## src/rtl/assert_macros.svh

```systemverilog
// assertion macros used by the allocator top level
`ifndef ASSERT_MACROS_SVH
`define ASSERT_MACROS_SVH
`ifndef SYNTHESIS
`define CHK_ALWAYS(lbl, clk, rst, expr) \
   lbl: assert property (@(posedge clk) disable iff (rst) (expr)) \
      else $error("invariant violated");
`define CHK_IMPLY(lbl, clk, rst, ante, cons) \
   lbl: assert property (@(posedge clk) disable iff (rst) (ante) |-> (cons)) \
      else $error("implication violated");
`else
`define CHK_ALWAYS(lbl, clk, rst, expr)
`define CHK_IMPLY(lbl, clk, rst, ante, cons)
`endif
`endif

```

## src/rtl/ffea_ram.sv

```systemverilog
// generic single write port ram with registered read
module ffea_ram #(
   parameter int WIDTH = 64,
   parameter int DEPTH = 64
) (
   input  logic                     clock,
   input  logic                     we,
   input  logic [$clog2(DEPTH)-1:0] waddr,
   input  logic [WIDTH-1:0]         wdata,
   input  logic [$clog2(DEPTH)-1:0] raddr,
   output logic [WIDTH-1:0]         rdata
);
   logic [WIDTH-1:0] mem_ff [DEPTH];

   always_ff @(posedge clock) begin
      if (we) begin
         mem_ff[waddr] <= wdata;
      end
      rdata <= mem_ff[raddr];
   end
endmodule

```

## config.mk

```make
export PLATFORM = sky130hd
export DESIGN_NAME = ffea_ram
export DESIGN_NICKNAME = d
export VERILOG_FILES = /design/src/rtl/assert_macros.svh /design/src/rtl/ffea_ram.sv
export SDC_FILE = /design/constraint.sdc
export NUM_CORES = 2
export LEC_CHECK = 0
export BUFFER_PORTS_ARGS = -buffer_cell sky130_fd_sc_hd__buf_4
export CORE_MARGIN = 4
export CORE_UTILIZATION = 67
export DETAILED_ROUTE_END_ITERATION = 6
export HOLD_SLACK_MARGIN = 0.02
export MAX_ROUTING_LAYER = met4
export PLACE_DENSITY = 0.82
export SETUP_SLACK_MARGIN = 0.5
export SLEW_MARGIN = 10
export SYNTH_ARGS = -nofsm -noshare
export SYNTH_HDL_FRONTEND = slang
export SYNTH_SLANG_ARGS = --single-unit
```

## constraint.sdc

```tcl
create_clock -name clock -period 18 [get_ports clock]
set_clock_uncertainty 0.1 [all_clocks]
set_input_delay 3.6 -clock clock [delete_from_list [all_inputs] [get_ports clock]]
set_output_delay 3.6 -clock clock [all_outputs]
set_load 0.02 [all_outputs]
```

==> impl.org <==
** Logic synthesis
- After synthesis the netlist holds a flip-flop and latch count of approximately 4,200.
- Of all cell types, the one taking the most synthesized area is sky130_fd_sc_hd__edfxtp_1.
- Number of different library cells in the post-synthesis netlist :: 33
- Number of warnings printed during yosys synthesis :: 0
- Each instance of the synthesized netlist takes up on average 23.7 µm².
- Synthesis produced between 6,000 and 7,000 cells.
- In this run the cell area of the synthesized design comes to 0.156 mm².
- The number of nets handed over by synthesis was approximately 6,700.
- Synth Flop Type :: sky130_fd_sc_hd__edfxtp_1
- Asr flop ratio synth :: 0%
- Top area cells in the synthesized netlist :: sky130_fd_sc_hd__edfxtp_1 79%, sky130_fd_sc_hd__mux4_2 15%, sky130_fd_sc_hd__mux2i_1 0.86%, sky130_fd_sc_hd__dfxtp_1 0.82%, sky130_fd_sc_hd__a22oi_1 0.81%
- The share of synthesized area in the top cell type comes to 78.7%.
- For this run, the register share of the synthesized area comes to 79.5%.
- Yosys mapped a number of flops with a built-in enable equal to 4,096.

** Clock tree
- Buffers inserted to repair hold after CTS numbered 0.
- Total CTS buffers :: 396
- CTS H-tree lvls :: 5
- Clock-pin slew was measured on the worst setup and hold paths at 0.07 ns.
- # Post-CTS Setup Buffers :: 0
- Clock tree synthesis found a total of 4,160 sinks.
- Clock root buffer master :: sky130_fd_sc_hd__clkbuf_16
- The longest clock path from root to sink contains 4 buffers.
- Skew-Pair Late Insertion Delay :: ~1.0 ns
- In this run, post-CTS repair resized a total of 0 instances.
- CTS tree :: done

** Routing
- Once detail routing completed, the nets flagged for antenna violations numbered 0.
- Post-DR wirelength/cell :: 49.3 µm
- DR DRC count :: 14
- Aggregate routed wire length :: 511,000 µm
- Number of detailed-routing iterations run before antenna repair :: 7
- The detailed router finished its first iteration with 18,800 violations.
- Detailed routing inserted a total of 84,500 vias.
- Dividing the detail-routed via count by the number of cells gives around 8.2.

** Critical path
- In this run the critical register-to-register path is captured at rdata[33]$_DFF_P_.
- Traced cell by cell, the critical path runs through buf_8 > and2_4 > buf_4 > buf_4 > a22oi_1 > and3_1 > a211oi_1.
- STA puts the critical path data arrival time at 8.15 ns.
- The worst register-to-register path has a depth of 5.
- Critical path capture point :: rdata[7]$_DFF_P_
- Worst path required time :: roughly 19 ns
- The worst setup path is of the input pin to flop kind.
- STA classifies the critical path endpoint as a flop.
- Tracing the worst setup path back leads to its startpoint at raddr[2].
- On the worst path, the slowest cell contributes a delay of 0.90 ns.
- Among all stages on the critical path, the largest delay is contributed by sky130_fd_sc_hd__buf_4.
- The setup check on the worst reg-to-reg path leaves a slack of 15.57 ns.
- Reg-to-reg critical path startpoint :: mem_ff[47][33]$_DFFE_PP_
- Along the worst path, the maximum fanout reaches 65.
- Startpoint types :: input pin
- Among the stages of the critical path, the cell type that occurs most often is sky130_fd_sc_hd__buf_4.

** STA
- Hold Fails Final Rpt :: 0
- RSZ-0062 raised after global routing :: no
- Worst-margin pin slew :: 1.42 ns
- Slew Limit Headroom :: 5.33%
- Min Clock Period, post-route :: approximately 7.4 ns
- Timing would allow up to 134 MHz.
- In the finished design, the share of the clock period the worst path needs comes to 41.3%.
- Setup total negative slack on the finished layout was measured at 0 ns.
- Final Slew Violations :: 0
- Number of setup violations in the final report :: 0

** Final layout
- Commonest cells after routing, fill and taps aside :: 4,096 x sky130_fd_sc_hd__edfxtp_1, 1,024 x sky130_fd_sc_hd__mux4_2, 400 x sky130_fd_sc_hd__clkbuf_16
- The count of cells in the finished layout, fillers not included, comes to between 10,000 and 15,000.
- Summing all multi-input logic gate instances after layout gives 0.0308 mm².
- Counting the fill cells in the layout gives 10,700.
- Most common cell after layout, fill and taps aside :: sky130_fd_sc_hd__edfxtp_1
- Design area :: 0.174 mm²
- The net count of the finished layout is 7,030.
- Syn-to-layout area delta :: 11.5%
- Sequential cell area :: between 0.1 and 0.15 mm²
- Ratio of cells with drive above 1 in the final layout :: 28.0%

** Flow run
- The tool flagged a number of max-cap violations equal to 0.

** Status
- The flow ran to the end, but the final reports show violations.
- Violations in the final reports :: design-rule violations

** Hold path
- Class of the worst hold path :: flop to flop

** Placed design
- Input and output buffers added on the ports amount to 141.
- The HPWL after detailed placement is 214,000 µm.
- Routability-driven placement finished with a final weighted congestion of between 0.8 and 0.9.
- Cell count after placement :: 9,593
- Summing all placed instances gives a cell area of 0.162 mm².

** Die
- Standard cell core area :: approximately 0.23 mm²
- Row generation in the floorplan step produced between 150 and 200 rows.
- The die covers 0.241 mm².
- The die is 491 µm tall.
- Die Span X :: 491 µm
- Initial core utilization :: 67.3%
- In this run the count of I/O pins placed on the die edge is 142.

** Global routing
- The initial antenna violation count was 30.
- The via count of the first global-routing pass came to 85,100.
- The first global-routing pass estimated between 600,000 and 700,000 µm of wire.
- For this run the aggregate overflow at the end of global routing stands at 0.
- Total routing usage reported by global routing :: a little over two fifths
- Pin count of the biggest net entering global routing :: 148

** Power
- VDD IR-drop max :: 0.122 mV
- P per Cell Area :: 117 mW/mm²
- Leakage power summed over all cells :: roughly 0.055 µW
==> flip-flops by register name (all words and copies together) (netlist names) <==
name,count
mem_ff,4096
rdata,64
==> kinds of logic (layout without fill, tap and decap cells) <==
logic type | count (synthesis) | in the layout | synth area share, %
flip-flops | 4160 | 4160 | 79.5
multiplexers | 1159 | 1159 | 15.6
AO/OA/AOI/OAI | 504 | 504 | 2.48
buffers and inverters | 389 | 1053 | 1.18
AND/OR/NAND/NOR | 386 | 386 | 1.24
other | 0 | 57 | 0
==> power breakdown <==
group          total [µW]  switching, µW  internal [µW]
combinational         990            646            344
clock                8600           3890           4700
sequential          10800           59.0          10700
total               20400           4600          15800
==> worst min path at each step <==
stage                        startpoint                end  slack (ns)  cells after the start
2_1_floorplan  mem_ff[30][61]$_DFFE_PP_  rdata[61]$_DFF_P_        0.69                      4
3_3_place_gp   mem_ff[54][44]$_DFFE_PP_  rdata[44]$_DFF_P_        0.71                      4
3_5_place_dp   mem_ff[55][44]$_DFFE_PP_  rdata[44]$_DFF_P_        0.74                      4
4_1_cts        mem_ff[46][12]$_DFFE_PP_  rdata[12]$_DFF_P_        0.80                      4
5_1_grt        mem_ff[63][44]$_DFFE_PP_  rdata[44]$_DFF_P_        0.81                      4
6_report       mem_ff[45][10]$_DFFE_PP_  rdata[10]$_DFF_P_        0.79                      4
==> per-layer routing <==
metal  part of all wire (%)  routed length [µm]  up-vias  GRT usage [%]
met3                     17               87200     3021           13.2
met1                     28              141000    41500           51.6
met2                     46              235000    10800           61.9
met4                    9.4               47800        0           26.1
met5                      0                   0        -              -
li1                       -                   -    29200              -
==> through the flow <==
| stage | setup WS, ns | hold slack (ns) | utilization, % | total power (µW) |
|---|---|---|---|---|
| finish | 10.56 | 0.786 | 75.1 | 20400 |
| global route | 10.22 | 0.815 | 75.1 | 20800 |
| CTS | 10.65 | 0.800 | 75.0 | 20200 |
| detailed placement | 9.69 | 0.740 | 69.5 | 11900 |
| global placement | 9.76 | 0.714 | 69.5 | 11800 |
| floorplan | 8.86 | 0.688 | - | 11500 |
==> Yosys cell counts (all sizes together) (3+ instances only) <==
library cell  instances
edfxtp             4096
mux4               1024
buf                 230
a22oi               168
clkbuf              140
mux2i               135
nor2                112
a22o                 88
o22ai                83
and3                 64
dfxtp                64
a211oi               63
nand2                58
nand3                45
o221ai               38
or3                  29
nor2b                28
or2                  28
a41oi                26
a2bb2oi              19
inv                  19
a31oi                18
nand2b               11
and2                  3
==> critical path, delay by kind of cell <==
| kind | cells | cell delay (ns) |
|---|---|---|
| AOI/OAI and AO/OA | 2 | 1.04 |
| buffers and inverters | 3 | 2.25 |
| and+or+nand+nor | 2 | 1.05 |
==> layout make-up <==
class,instances,area share (%)
well taps,3043,2.18
multi-input cells,2049,17.6
repair buffers,326,1.55
flip-flops and latches,4160,71.3
diodes,57,0.0818
inverters,19,0.0409
clock buffers,490,6.02
clock inverters,218,1.22
No activity file was read; power rests on OpenSTA's default activity.
